--- config.mk ---
export PLATFORM = sky130hd
export DESIGN_NAME = wake_word_window_detector
export DESIGN_NICKNAME = d
export VERILOG_FILES = /design/src/hw/rtl/wwwd_pkg.sv /design/src/hw/rtl/wwwd_csr.sv /design/src/hw/rtl/wwwd_core.sv /design/src/hw/rtl/wake_word_window_detector.sv
export SDC_FILE = /design/constraint.sdc
export NUM_CORES = 1
export LEC_CHECK = 0
export BUFFER_PORTS_ARGS = -buffer_cell sky130_fd_sc_hd__buf_2
export CAP_MARGIN = 15
export CORE_MARGIN = 1.5
export CORE_UTILIZATION = 50
export DETAILED_ROUTE_END_ITERATION = 10
export GPL_TIMING_DRIVEN = 0
export HOLD_SLACK_MARGIN = 0.05
export PLACE_DENSITY = 0.67
export SLEW_MARGIN = 20
export SYNTH_ARGS = -nofsm -noshare
export SYNTH_HDL_FRONTEND = slang
export SYNTH_SLANG_ARGS = --single-unit
--- constraint.sdc ---
create_clock -name clock -period 19 [get_ports clock]
set_input_delay 3.8 -clock clock [delete_from_list [all_inputs] [get_ports clock]]
set_output_delay 3.8 -clock clock [all_outputs]
set_load 0.03 [all_outputs]
--- src/hw/rtl/wwwd_pkg.sv ---
// Shared types and constants for the wake-word window detector.
package wwwd_pkg;

   localparam int HISTORY_DEPTH_DEF = 32;   // default ring depth
   localparam int WIN_W             = 6;    // window_size register width
   localparam int CUT_W             = 8;    // cutoff register width
   localparam int STRIDE_W          = 6;    // features_per_inference width
   localparam int FEAT_W            = 10;   // feature counter width
   localparam int PROB_W            = 8;    // probability width
   localparam int RSP_DATA_W        = 8;    // result word, padded to a byte
   localparam int CSR_ADDR_W        = 4;    // four registers at 4-byte steps
   localparam int CSR_DATA_W        = 32;

   localparam logic [FEAT_W-1:0] FEATURE_LIMIT = 10'd1023;

   localparam logic [WIN_W-1:0]    WINDOW_SIZE_RST = 6'd1;
   localparam logic [CUT_W-1:0]    CUTOFF_RST      = 8'd128;
   localparam logic [STRIDE_W-1:0] STRIDE_RST      = 6'd1;
   localparam logic [FEAT_W-1:0]   WARMUP_RST      = 10'd100;

   // register index, taken from paddr[3:2]
   typedef enum logic [1:0] {
      REG_WINDOW_SIZE = 2'd0,
      REG_CUTOFF      = 2'd1,
      REG_STRIDE      = 2'd2,
      REG_WARMUP      = 2'd3
   } csr_reg_type;

   // word kind carried on req_tuser
   typedef enum logic {
      CMD_PROBABILITY = 1'b0,
      CMD_CLEAR       = 1'b1
   } cmd_type;

   typedef struct packed {
      logic [WIN_W-1:0]    window_size;
      logic [CUT_W-1:0]    cutoff;
      logic [STRIDE_W-1:0] stride;
      logic [FEAT_W-1:0]   warmup;
   } cfg_type;

endpackage

--- src/hw/rtl/wwwd_csr.sv ---
// APB-style register file holding the detector configuration.
module wwwd_csr
   import wwwd_pkg::*;
(
   input  logic                  clock,
   input  logic                  reset,
   input  logic                  csr_psel,
   input  logic                  csr_penable,
   input  logic                  csr_pwrite,
   input  logic [CSR_ADDR_W-1:0] csr_paddr,
   input  logic [CSR_DATA_W-1:0] csr_pwdata,
   output logic [CSR_DATA_W-1:0] csr_prdata,
   output logic                  csr_pready,
   output cfg_type               cfg_out
);

   cfg_type     cfg_ff;
   cfg_type     cfg_in;
   csr_reg_type reg_sel;
   logic        wr_en;

   assign reg_sel    = csr_reg_type'(csr_paddr[3:2]);
   assign wr_en      = csr_psel & csr_penable & csr_pwrite;
   assign csr_pready = 1'b1;
   assign cfg_out    = cfg_ff;

   always_comb begin
      cfg_in = cfg_ff;
      if (wr_en) begin
         unique case (reg_sel)
            REG_WINDOW_SIZE: cfg_in.window_size = csr_pwdata[WIN_W-1:0];
            REG_CUTOFF:      cfg_in.cutoff      = csr_pwdata[CUT_W-1:0];
            REG_STRIDE:      cfg_in.stride      = csr_pwdata[STRIDE_W-1:0];
            REG_WARMUP:      cfg_in.warmup      = csr_pwdata[FEAT_W-1:0];
            default:         cfg_in             = cfg_ff;
         endcase
      end
   end

   always_comb begin
      unique case (reg_sel)
         REG_WINDOW_SIZE: csr_prdata = CSR_DATA_W'(cfg_ff.window_size);
         REG_CUTOFF:      csr_prdata = CSR_DATA_W'(cfg_ff.cutoff);
         REG_STRIDE:      csr_prdata = CSR_DATA_W'(cfg_ff.stride);
         REG_WARMUP:      csr_prdata = CSR_DATA_W'(cfg_ff.warmup);
         default:         csr_prdata = '0;
      endcase
   end

   always_ff @(posedge clock) begin
      if (reset) begin
         cfg_ff.window_size <= WINDOW_SIZE_RST;
         cfg_ff.cutoff      <= CUTOFF_RST;
         cfg_ff.stride      <= STRIDE_RST;
         cfg_ff.warmup      <= WARMUP_RST;
      end else begin
         cfg_ff <= cfg_in;
      end
   end

endmodule

--- src/hw/rtl/wwwd_core.sv ---
// Probability ring, write position, feature counter and window decision.
module wwwd_core
   import wwwd_pkg::*;
#(
   parameter int HISTORY_DEPTH = HISTORY_DEPTH_DEF
)
(
   input  logic              clock,
   input  logic              reset,
   input  cfg_type           cfg_in,
   input  logic              fire,
   input  cmd_type           cmd,
   input  logic [PROB_W-1:0] prob,
   output logic              detected
);

   localparam int PTR_W  = (HISTORY_DEPTH > 1) ? $clog2(HISTORY_DEPTH) : 1;
   localparam int LEAVES = 1 << PTR_W;
   localparam int EW     = ($clog2(HISTORY_DEPTH + 1) > WIN_W) ?
                           $clog2(HISTORY_DEPTH + 1) : WIN_W;
   localparam int SUM_W  = $clog2(HISTORY_DEPTH * 255 + 1);
   localparam int CMP_W  = CUT_W + EW;

   logic [PROB_W-1:0] history_ff [HISTORY_DEPTH];
   logic [PROB_W-1:0] history_in [HISTORY_DEPTH];
   logic [PROB_W-1:0] hist_wr    [HISTORY_DEPTH];
   logic [PTR_W-1:0]  pos_ff, pos_in;
   logic [FEAT_W-1:0] seen_ff, seen_in;

   logic [EW-1:0]     ws_ext;
   logic [EW-1:0]     eff_win;
   logic [EW-1:0]     pos_inc;
   logic [PTR_W-1:0]  pos_adv;
   logic [FEAT_W:0]   seen_sum;
   logic [FEAT_W-1:0] seen_adv;
   logic [CMP_W-1:0]  threshold;
   logic [SUM_W-1:0]  node [2*LEAVES-1];

   // clamp the window to 1..HISTORY_DEPTH
   assign ws_ext  = EW'(cfg_in.window_size);
   assign eff_win = (ws_ext == '0) ? EW'(1) :
                    (ws_ext > EW'(HISTORY_DEPTH)) ? EW'(HISTORY_DEPTH) : ws_ext;

   // wrap the position whenever the increment leaves the window
   assign pos_inc = EW'(pos_ff) + EW'(1);
   assign pos_adv = (pos_inc >= eff_win) ? '0 : pos_inc[PTR_W-1:0];

   // saturating feature counter
   assign seen_sum = {1'b0, seen_ff} + (FEAT_W+1)'(cfg_in.stride);
   assign seen_adv = (seen_sum > {1'b0, FEATURE_LIMIT}) ? FEATURE_LIMIT
                                                        : seen_sum[FEAT_W-1:0];

   always_comb begin
      for (int i = 0; i < HISTORY_DEPTH; i++) begin
         hist_wr[i] = (pos_ff == PTR_W'(i)) ? prob : history_ff[i];
      end
   end

   // masked adder tree over the ring with the new word already written
   for (genvar g = 0; g < LEAVES; g++) begin : g_leaf
      if (g < HISTORY_DEPTH) begin : g_used
         assign node[LEAVES-1+g] = (EW'(g) < eff_win) ? SUM_W'(hist_wr[g]) : '0;
      end else begin : g_pad
         assign node[LEAVES-1+g] = '0;
      end
   end

   for (genvar n = 0; n < LEAVES - 1; n++) begin : g_node
      assign node[n] = node[2*n+1] + node[2*n+2];
   end

   assign threshold = CMP_W'(cfg_in.cutoff) * CMP_W'(eff_win);

   assign detected = (cmd == CMD_PROBABILITY) && (seen_adv >= cfg_in.warmup) &&
                     (CMP_W'(node[0]) > threshold);

   always_comb begin
      pos_in  = pos_ff;
      seen_in = seen_ff;
      for (int i = 0; i < HISTORY_DEPTH; i++) begin
         history_in[i] = history_ff[i];
      end
      if (fire) begin
         unique case (cmd)
            CMD_CLEAR: begin
               pos_in  = '0;
               seen_in = '0;
               for (int i = 0; i < HISTORY_DEPTH; i++) begin
                  history_in[i] = '0;
               end
            end
            CMD_PROBABILITY: begin
               pos_in  = pos_adv;
               seen_in = seen_adv;
               for (int i = 0; i < HISTORY_DEPTH; i++) begin
                  history_in[i] = hist_wr[i];
               end
            end
            default: begin
               pos_in = pos_ff;
            end
         endcase
      end
   end

   always_ff @(posedge clock) begin
      if (reset) begin
         pos_ff  <= '0;
         seen_ff <= '0;
         for (int i = 0; i < HISTORY_DEPTH; i++) begin
            history_ff[i] <= '0;
         end
      end else begin
         pos_ff  <= pos_in;
         seen_ff <= seen_in;
         for (int i = 0; i < HISTORY_DEPTH; i++) begin
            history_ff[i] <= history_in[i];
         end
      end
   end

endmodule

--- src/hw/rtl/wake_word_window_detector.sv ---
// Top level of the wake-word window detector: stream stages and register file.
//
//  channel | dir | ports                              | word
//  --------+-----+------------------------------------+-------------------------------
//  req     | in  | req_tvalid/tready/tdata/tuser      | tdata: probability; tuser: command
//  rsp     | out | rsp_tvalid/tready/tdata            | tdata: detected (bit 0)
//  csr     | in  | csr_psel/penable/pwrite/paddr/...  | window, cutoff, stride, warmup
//
// One word per cycle sustained while results are taken; each word waits in the input
// register and is decided as it advances to the output register, while the ring,
// position and counter update. The decision path is the masked adder tree over
// HISTORY_DEPTH entries (32 by default) and compare. Synchronous reset clears the ring,
// position, counter and the valid flags of both stages. A stalled result holds in the
// output register; the input stage keeps taking words until it too is full.
module wake_word_window_detector
   import wwwd_pkg::*;
#(
   parameter int HISTORY_DEPTH = HISTORY_DEPTH_DEF
)
(
   input  logic                  clock,
   input  logic                  reset,
   // request stream
   input  logic                  req_tvalid,
   output logic                  req_tready,
   input  logic [PROB_W-1:0]     req_tdata,   // [7:0] probability
   input  logic                  req_tuser,   // [0] command (1 = clear)
   // result stream
   output logic                  rsp_tvalid,
   input  logic                  rsp_tready,
   output logic [RSP_DATA_W-1:0] rsp_tdata,   // [0] detected, [7:1] zero
   // configuration port
   input  logic                  csr_psel,
   input  logic                  csr_penable,
   input  logic                  csr_pwrite,
   input  logic [CSR_ADDR_W-1:0] csr_paddr,
   input  logic [CSR_DATA_W-1:0] csr_pwdata,
   output logic [CSR_DATA_W-1:0] csr_prdata,
   output logic                  csr_pready
);

   cfg_type           cfg;

   // input stage
   logic              s1_valid_ff, s1_valid_in;
   cmd_type           s1_cmd_ff, s1_cmd_in;
   logic [PROB_W-1:0] s1_prob_ff, s1_prob_in;

   // result stage
   logic              rsp_valid_ff, rsp_valid_in;
   logic              rsp_det_ff, rsp_det_in;

   logic              req_fire;
   logic              advance;
   logic              detected;

   // move the input word into the result stage when the output slot frees up
   assign advance    = s1_valid_ff & (~rsp_valid_ff | rsp_tready);
   assign req_tready = ~s1_valid_ff | advance;
   assign req_fire   = req_tvalid & req_tready;

   assign rsp_tvalid = rsp_valid_ff;
   assign rsp_tdata  = {(RSP_DATA_W-1)'(0), rsp_det_ff};

   wwwd_csr u_csr (
      .clock       (clock),
      .reset       (reset),
      .csr_psel    (csr_psel),
      .csr_penable (csr_penable),
      .csr_pwrite  (csr_pwrite),
      .csr_paddr   (csr_paddr),
      .csr_pwdata  (csr_pwdata),
      .csr_prdata  (csr_prdata),
      .csr_pready  (csr_pready),
      .cfg_out     (cfg)
   );

   wwwd_core #(
      .HISTORY_DEPTH (HISTORY_DEPTH)
   ) u_core (
      .clock    (clock),
      .reset    (reset),
      .cfg_in   (cfg),
      .fire     (advance),
      .cmd      (s1_cmd_ff),
      .prob     (s1_prob_ff),
      .detected (detected)
   );

   always_comb begin
      // hold the input word until it advances, load a new one on accept
      s1_valid_in = s1_valid_ff;
      s1_cmd_in   = s1_cmd_ff;
      s1_prob_in  = s1_prob_ff;
      if (advance) begin
         s1_valid_in = 1'b0;
      end
      if (req_fire) begin
         s1_valid_in = 1'b1;
         s1_cmd_in   = cmd_type'(req_tuser);
         s1_prob_in  = req_tdata;
      end

      // drop the result once taken, capture the decision on advance
      rsp_valid_in = rsp_valid_ff;
      rsp_det_in   = rsp_det_ff;
      if (rsp_valid_ff & rsp_tready) begin
         rsp_valid_in = 1'b0;
      end
      if (advance) begin
         rsp_valid_in = 1'b1;
         rsp_det_in   = detected;
      end
   end

   always_ff @(posedge clock) begin
      if (reset) begin
         s1_valid_ff  <= 1'b0;
         rsp_valid_ff <= 1'b0;
      end else begin
         s1_valid_ff  <= s1_valid_in;
         rsp_valid_ff <= rsp_valid_in;
      end
   end

   always_ff @(posedge clock) begin
      s1_cmd_ff  <= s1_cmd_in;
      s1_prob_ff <= s1_prob_in;
      rsp_det_ff <= rsp_det_in;
   end

endmodule

== Yosys cells after proc, flatten, opt, wreduce, memory -nomap -nowiden ==
Memory sizes are Yosys's and may differ from the RTL's.
Cells that the tools add are included.

* Register bits: 57
* Latch bits: 0
* RAM bits: 256
* Bits in read-only memories: 0
* Input bits: 52
* Output and inout port bits: 43
* Word-level logic and storage cells: 282
* Memories: 1

* Add/subtract/negate cells: 33
* Multiply operators: 1
* Div/mod/pow operators: 0
* Order comparisons: 37
* Equal/unequal tests: 34
* Shifts and indexed selects: 0
* Multiplexer cells: 112
* Bitwise operators: 42
* Reductions and logical operators: 11

{| class="wikitable"
|+ Memory list
! memory !! words !! bits a word !! read ports !! clocked after memory_dff !! write ports !! RTL line !! text
|-
| u_core.history_ff || 32 || 8 || 32 || 0 || 32 || wwwd_core.sv:24 || <nowiki>logic [PROB_W-1:0] history_ff [HISTORY_DEPTH];</nowiki>
|}

{| class="wikitable"
|+ Operators by type and width
! kind !! count
|-
| $mux 8 || 96
|-
| $pmux 256 s2 || 1
|-
| $add 13x13->13 || 31
|-
| $mux 256 || 1
|-
| $pmux 32 s4 || 1
|-
| $lt 5x6->1 const A || 16
|-
| $eq 5x5->1 const B || 16
|-
| $lt 4x6->1 const A || 8
|-
| $eq 5x4->1 const B || 8
|-
| $or 1x1->1 || 34
|-
| $lt 3x6->1 const A || 4
|-
| $eq 5x3->1 const B || 4
|-
| $pmux 10 s2 || 1
|-
| $gt 13x14->1 || 1
|-
| $mul 8x6->14 || 1
|-
| $lt 1x6->1 const A || 2
|-
| $lt 2x6->1 const A || 2
|-
| $mux 6 || 2
|-
| $add 10x6->11 || 1
|-
| $gt 11x10->1 const B || 1
|-
| $eq 5x2->1 const B || 2
|-
| $ge 10x10->1 || 1
|-
| $mux 10 || 1
|-
| $pmux 5 s2 || 1
|-
| other kinds (16) || 34
|}

== Depth between registers and ports, before layout ==
Gate-level depths: netlist of run 1.

* Word-level depth: 12
* Gate-level depth with buffers: 38
* Depth with buffers taken out: 36

== Hierarchy ==
Synthesis of run 1 repeated with hierarchy kept, for this count alone.

* Cell total of the unflattened synthesis: 3336
* Area total of the unflattened synthesis: 26365.3 µm²

{| class="wikitable"
|+ By module, submodules not included
! module !! times used !! cells each !! area an instance (µm²) !! seq. area each (µm²)
|-
| wwwd_core || 1 || 3141 || 24274.5 || 5425.2
|-
| wwwd_csr || 1 || 166 || 1622.8 || 600.6
|-
| wake_word_window_detector || 1 || 29 || 467.9 || 340.3
|}

== Worst setup path after synthesis of run 1 ==
OpenSTA, ideal clock, no wires.

* Kind: register to register
* Start: register u_core.pos_ff[3]
* End: register rsp_det_ff (data pin)
* Library setup time: 261 ps
* Arrival time: 8850 ps
* Data required time: 18739 ps
* Setup slack: 9889 ps
* Stages on the path, launching flop included: 34
* Path buffers: 5
* Clock period less this slack: 9111 ps
* Cell sequence: dfxtp_1 buf_2 buf_4 buf_4 and3_1 ha_1 clkbuf_1 clkbuf_1 mux2i_1 nor2_1 fa_1 fa_1 fa_1 fa_1 fa_1 fa_1 inv_1 fa_1 fa_1 inv_1 ha_1 fa_1 a21o_1 a21oi_1 nor2b_1 o41ai_2 xnor2_1 ha_1 nand3_1 nor2_1 a2111oi_0 nor2_1 a211oi_1 nor4_1

* Cells in the longest elaborated chain, start to end: 10
* Elaborated cells between the ends (all ways): 129
* Those cells by class: 31 x add/sub; 1 x order compare; 31 x eq/ne; 64 x mux; 2 x reduce/logical

{| class="wikitable"
|+ Ends and longest elaborated chain
! element !! RTL line !! text
|-
| start, declared || wwwd_core.sv:27 || <nowiki>logic [PTR_W-1:0] pos_ff, pos_in;</nowiki>
|-
| start signal, assigned || wwwd_core.sv:114 || <nowiki>pos_ff <= pos_in;</nowiki>
|-
| $eq 5x1->1, or another cell as far along || wwwd_core.sv:55 || <nowiki>hist_wr[i] = (pos_ff == PTR_W'(i)) ? prob : history_ff[i];</nowiki>
|-
| $mux 8 || wwwd_core.sv:55 ||
|-
| $mux 8 || wwwd_core.sv:62 || <nowiki>assign node[LEAVES-1+g] = (EW'(g) < eff_win) ? SUM_W'(hist_wr[g]) : '0;</nowiki>
|-
| $add 13x13->13 (4 in a row) || wwwd_core.sv:69 || <nowiki>assign node[n] = node[2*n+1] + node[2*n+2];</nowiki>
|-
| $add 13x13->13 * || wwwd_core.sv:69 ||
|-
| $gt 13x14->1 * || wwwd_core.sv:75 || <nowiki>(CMP_W'(node[0]) > threshold);</nowiki>
|-
| $logic_and 1x1->1 * || wwwd_core.sv:74 || <nowiki>assign detected = (cmd == CMD_PROBABILITY) && (seen_adv >= cfg_in.warmup) &&</nowiki>
|-
| via detected || wake_word_window_detector.sv:55 || <nowiki>logic detected;</nowiki>
|-
| end signal, assigned || wake_word_window_detector.sv:129 || <nowiki>rsp_det_ff <= rsp_det_in;</nowiki>
|-
| end, declared || wake_word_window_detector.sv:51 || <nowiki>logic rsp_det_ff, rsp_det_in;</nowiki>
|}

The timed path passes the listed nets; every way through them passes the cells marked *.
A chain may end at the register's enable or synchronous reset.

== Worst setup path after layout of run 1 ==
Same ends and word-level chain as after synthesis.

==> metrics.cfg, run 1 <==
[power]
p_sw_frac=0.270
comb_power_share=0.093
peakVddDrop_mv=0.0647
p_leak_nw=11.1
intPower_w=0.00113
p_switching_w=0.000419
powerDensity_nw_per_um2=57.0
pwr-share-seq=0.430
pwr-share-clk=0.477

[clock_tree]
clock_latency_ns=0.57
clk_pin_slew_ns=0.06
clk_path_buf_depth=3
clock-sinks=313
ctsResizeCount=0
cts_made_buffers=38
cts_setup_buffers=0
cts.hold.buffers_added=0
tritoncts=built
root_buffer=clkbuf_16
htreeDepth=2

[synth]
synth-simple-area-share=0.179
post-synth-top-area-fraction=0.244
synth_cell_types=77
yosysWarnings=0
syn_inst=2946
synth-compound-area-share=0.175
synthMuxAreaShare=0.0372
synth_xor_area_frac=0.00811
synthAdderAreaFrac=0.260
synth_seq_cells=313
ys_seq_area_frac=0.256
netlist_area_um2=24800
synth-main-ff-cell=dfxtp_1
async_reset_ff_frac=0
synth_edf_count=10
synth_area_leaders=dfxtp_1 24%, fa_1 21%, nand2_1 8.1%
avgSynthCellArea_um2=8.43
yosys.area.top_type=dfxtp_1
synth_top_family_by_area=adder cells

[cells_and_area]
final_cell_mix=536 x nand2_1, 338 x nor2_1, 325 x inv_1
nets=3466
final_common_cell=nand2_1
final_area_um2=27200
fillers=4600
area_growth_pct=9.66
final_layout_size_suffix_gt1_frac=0.0983

[run]
drv_cap=0

[floorplanning]
dieHeight_um=226
rows=81
core_um2=49000
initial_core_util=0.507
die_w_um=226
die_area_um2=51000
ios=95

[drt]
totalWireLength_mm=93.5
wl_per_cell_um=25.0
firstDrtPassIters=6
drt_iter0_markers=2434
via_count=22275
viasPerCell=5.95
ant_nets=0
drc_errors=0

[placement]
io_buffers=39
hpwl_mm=71.8
gp_congestion=1.01
dpl_cell_area_um2=26000

[critical_path]
required_ns=19.36
slowest_delay_ns=0.59
crit_path_end_kind=flop
crit_slowest_cell=fa_1
worstSetupStartpointType=flop
path_class=flop to flop
cp_max_fo=10
arrival_ns=11.01
cp_common_cell=fa_1

[sta]
report.final.setup_viol=0
hold_viol_final=0
fmax_ghz=0.0939
period_share=0.560
rsz0062_at_grt=no
slew_headroom=0.159
worst_pin_slew_ns=1.26
min_period_ns=10.65
fin_worst_skew_ns=0.0152
drv_slew=0
fin_setup_tns_ns=0

[global_routing]
grt_pass1_vias=21453
grt_max_degree=14
grt_pass1_wl_mm=138
grt_use_total=0.372
use_met1=0.508
grt_overflow_total=0
use_met3=0.0595
antenna_found_initial=1
top_usage_layer=met2
grt_use_met2=0.573

[status]
outcome=finished, final reports clean

[hold_path]
min_path_type=flop to flop

[per-layer routing]
metal / share of wire / vias to the layer above
met4: 0.051 / 2
li1: - / 9829
met5: 0.00013 / -
met1: 0.42 / 11027
met2: 0.44 / 1189
met3: 0.087 / 228
[worst max-delay path: cells and delay by family (launching register included)]
family	cells	cell delay (ns)
flops	1	0.44
fa+ha+maj	12	5.51
mux	1	0.29
compound gates	5	1.40
buf+inv	7	1.78
simple gates	7	1.01
[registers in the layout, indices dropped and copies added, names as in the netlist]
signal / cells
u_csr.cfg_out: 30
u_core.seen_ff: 10
s1_prob_ff: 8
rsp_tvalid: 1
rsp_det_ff: 1
u_core.history_ff: 256
s1_valid_ff: 1
s1_cmd_ff: 1
u_core.pos_ff: 5
[cell families after synthesis]
group / after synthesis
simple gates: 1045
compound gates: 618
buf+inv: 504
fa+ha+maj: 360
flops: 313
mux: 81
xor+xnor: 23
other cells: 2
[power by group through the flow]
stage                     Clock (W)  Sequential, W  Combinational [W]
after global routing       0.000773       0.000667           0.000147
after detailed placement          0       0.000681           0.000137
after floorplan                   0       0.000679          0.0000763
after global placement            0       0.000681           0.000136
final                      0.000740       0.000667           0.000144
after CTS                  0.000750       0.000666           0.000138
[synthesized netlist by cell type (11+ instances only)]
cell type,instances
a21o_1,134
nand3_1,15
clkbuf_1,99
inv_1,325
nor2_2,42
nand2b_1,11
xor2_1,11
fa_1,259
a21oi_1,112
mux2i_1,45
o21ai_1,31
and2_1,21
a32oi_1,16
mux2_2,29
buf_4,41
o21ai_0,14
nor2b_1,25
dfxtp_1,303
nand2_1,536
xnor2_1,12
buf_2,24
nor2_1,338
a22oi_1,241
ha_1,101
[final timing paths]
| path | from | endpoint | slack, ns | cells past startpoint |
|---|---|---|---|---|
| max | u_core.pos_ff[3] | rsp_det_ff | 8.35 | 32 |
| min | u_core.seen_ff[0] | u_core.seen_ff[0] | 0.47 | 2 |
| max reg2reg | u_core.pos_ff[3] | rsp_det_ff | 8.35 | 32 |
| min reg2reg | u_core.seen_ff[0] | u_core.seen_ff[0] | 0.47 | 2 |
[stage by stage]
step	setup WS (ns)	instances	total power [W]	util	hold WS [ns]
4_1_cts	8.57	3744	0.00155	0.556	0.475
3_3_place_gp	8.66	3677	0.000817	0.530	0.446
2_1_floorplan	9.89	2974	0.000756	-	0.429
6_report	8.35	3746	0.00155	0.556	0.471
5_1_grt	8.01	3745	0.00159	0.556	0.495
3_5_place_dp	8.62	3677	0.000818	0.530	0.461
[final cells by class]
| cell class | instances | area, um2 | area share |
|---|---|---|---|
| buffer | 173 | 847 | 0.0311 |
| antenna | 1 | 2.50 | 0.0000919 |
| clock buffer | 53 | 1090 | 0.0400 |
| timing repair buffer | 40 | 206 | 0.00758 |
| tap | 664 | 831 | 0.0305 |
| multi-input combinational | 2157 | 16500 | 0.606 |
| inverter | 331 | 1240 | 0.0456 |
| sequential | 313 | 6370 | 0.234 |
| clock inverter | 14 | 151 | 0.00556 |
Note: power is estimated with default switching activity, not from simulation.
==> run 2, diff against run 1 <==
--- a/config.mk
+++ b/config.mk
@@ -12,7 +12,7 @@
 export DETAILED_ROUTE_END_ITERATION = 10
 export GPL_TIMING_DRIVEN = 0
 export HOLD_SLACK_MARGIN = 0.05
-export PLACE_DENSITY = 0.67
+export PLACE_DENSITY = 0.69
 export SLEW_MARGIN = 20
 export SYNTH_ARGS = -nofsm -noshare
 export SYNTH_HDL_FRONTEND = slang
==> constraint.sdc (replaced) <==
create_clock -name clock -period 9.3 [get_ports clock]
set_input_delay 1.86 -clock clock [delete_from_list [all_inputs] [get_ports clock]]
set_output_delay 1.86 -clock clock [all_outputs]
set_load 0.03 [all_outputs]
==> metrics.cfg, run 2 (synthesis gave the netlist of run 1 again) <==
[placement]
dp_cells=3678
gp_congestion=1.04
io_buffers=39
hpwl_mm=69.8
pre_cts_slack_ns=-1.13

[clock_tree]
clk_path_buf_depth=3
root_buffer=clkbuf_16
cts.hold.buffers_added=0
clock_latency_ns=0.58
cts_made_buffers=38
htreeDepth=2
clk_pin_slew_ns=0.07
tritoncts=built
clock-sinks=313

[global_routing]
grt_max_degree=13
grt_use_total=0.367
antenna_found_initial=0
grt_overflow_total=0
grt_pass1_wl_mm=136
grt_pass1_vias=21542

[power]
p_leak_nw=11.6
peakVddDrop_mv=0.123
powerDensity_nw_per_um2=112

[critical_path]
rr_worst_depth=35
required_ns=9.60
slowest_delay_ns=0.58
crit_slowest_cell=fa_1
reg2reg_to=rsp_det_ff
crit_path_end_kind=flop
cp_top_family=adder cells
cp_num_buf_inv=12
arrival_ns=9.42
regToRegStartpoint=u_core.pos_ff[3]
cp_max_fo=10
cp_common_cell=fa_1
worstSetupStartpointType=flop
reg2reg_slack_ns=0.18
cp.depth=35
path_class=flop to flop

[cells_and_area]
fin_cells=3788
antenna_cells=0
nets=3511
largest_reg_flops=256
largest_register=u_core.history_ff
multi_input_area_um2=17000
final_cell_mix=523 x nand2_1, 334 x nor2_1, 325 x inv_1
area_growth_pct=13.8
final_common_cell=nand2_1
regArea_um2=6380
final_layout_size_suffix_gt1_frac=0.143
fillers=4479

[floorplanning]
rows=81
die_w_um=226
die_area_um2=51000
ios=95
dieHeight_um=226
initial_core_util=0.507
core_um2=49000

[drt]
viasPerCell=5.96
ant_nets=0
via_count=22564
drc_errors=0
wl_per_cell_um=24.7
firstDrtPassIters=6
totalWireLength_mm=93.5
drt_iter0_markers=2954

[sta]
report.final.setup_viol=0
min_period_ns=9.12
fmax_ghz=0.110
drv_slew=0
fin_worst_skew_ns=0.0207
fin_setup_tns_ns=0
hold_viol_final=0
period_share=0.981
slew_headroom=0.132
worst_pin_slew_ns=1.30
setup_slack_ns=0.176
hold_slack_ns=0.473

[hold_path]
hold_end=u_core.seen_ff[0]
hp-start=u_core.seen_ff[0]
holdPathStages=2
min_path_type=flop to flop

[status]
outcome=finished, final reports clean

[run]
drv_cap=0

-- run 2: cell types whose count changed in the layout (fill, tap and decap cells not counted), sizes merged --
| cell | previous run | this run |
|---|---|---|
| clkinvlp | 0 | 1 |
| clkinv | 11 | 8 |
| buf | 113 | 161 |
| diode | 1 | 0 |
| clkbuf | 153 | 149 |
| inv | 331 | 332 |
-- run 2: worst reg2reg max path, delay by kind of cell (launching register included) --
family	cells	cell delay [ns]
fa+ha+maj	11	5.06
buf+inv	12	1.23
compound gates	5	1.06
simple gates	5	0.68
flops	1	0.36
mux	1	0.25
xor+xnor	1	0.20
-- run 2: power breakdown --
group          switching, W  internal, W
logic              0.000240    0.0000646
clock network      0.000619     0.000882
registers        0.00000779      0.00135
total              0.000867      0.00230
-- run 2: how the worst max path moves through the flow --
stage          slack [ns]         end               from
6_report             0.18  rsp_det_ff   u_core.pos_ff[3]
5_1_grt             -0.10  rsp_det_ff  u_csr.cfg_out[26]
4_1_cts              0.03  rsp_det_ff   u_core.pos_ff[3]
3_5_place_dp        -1.13  rsp_det_ff   u_core.pos_ff[3]
3_3_place_gp        -1.01  rsp_det_ff   u_core.pos_ff[3]
2_1_floorplan        0.19  rsp_det_ff   u_core.pos_ff[3]
-- run 2: per-stage QoR --
stage,util,cell area [um2],total power (W)
3_5_place_dp,0.531,26000,0.00167
4_1_cts,0.566,27700,0.00316
3_3_place_gp,0.530,26000,0.00167
2_1_floorplan,-,24900,0.00154
5_1_grt,0.577,28300,0.00324
6_report,0.577,28300,0.00317
-- run 2: area by class of cell --
| type | count | area share |
|---|---|---|
| multi-input combinational | 2157 | 0.603 |
| sequential | 313 | 0.226 |
| inverter | 331 | 0.0440 |
| clock buffer | 52 | 0.0377 |
| buffer | 169 | 0.0337 |
| tap | 664 | 0.0294 |
| timing repair buffer | 89 | 0.0217 |
| clock inverter | 13 | 0.00514 |
-- run 2: repair_timing --
item / in CTS / in global routing
setup buffers: 7 / 42
cloned: 0 / 0
pin swaps: 9 / 56
endpoints found under the setup margin: 1 / 1
resized for setup: 119 / 64
-- run 2: layer usage --
| metal | vias to the layer above | GRT usage | part of all wire |
|---|---|---|---|
| met4 | 0 | 0.201 | 0.058 |
| met5 | - | 0 | 0 |
| li1 | 9911 | - | - |
| met1 | 11029 | 0.494 | 0.39 |
| met2 | 1364 | 0.557 | 0.44 |
| met3 | 260 | 0.0690 | 0.11 |
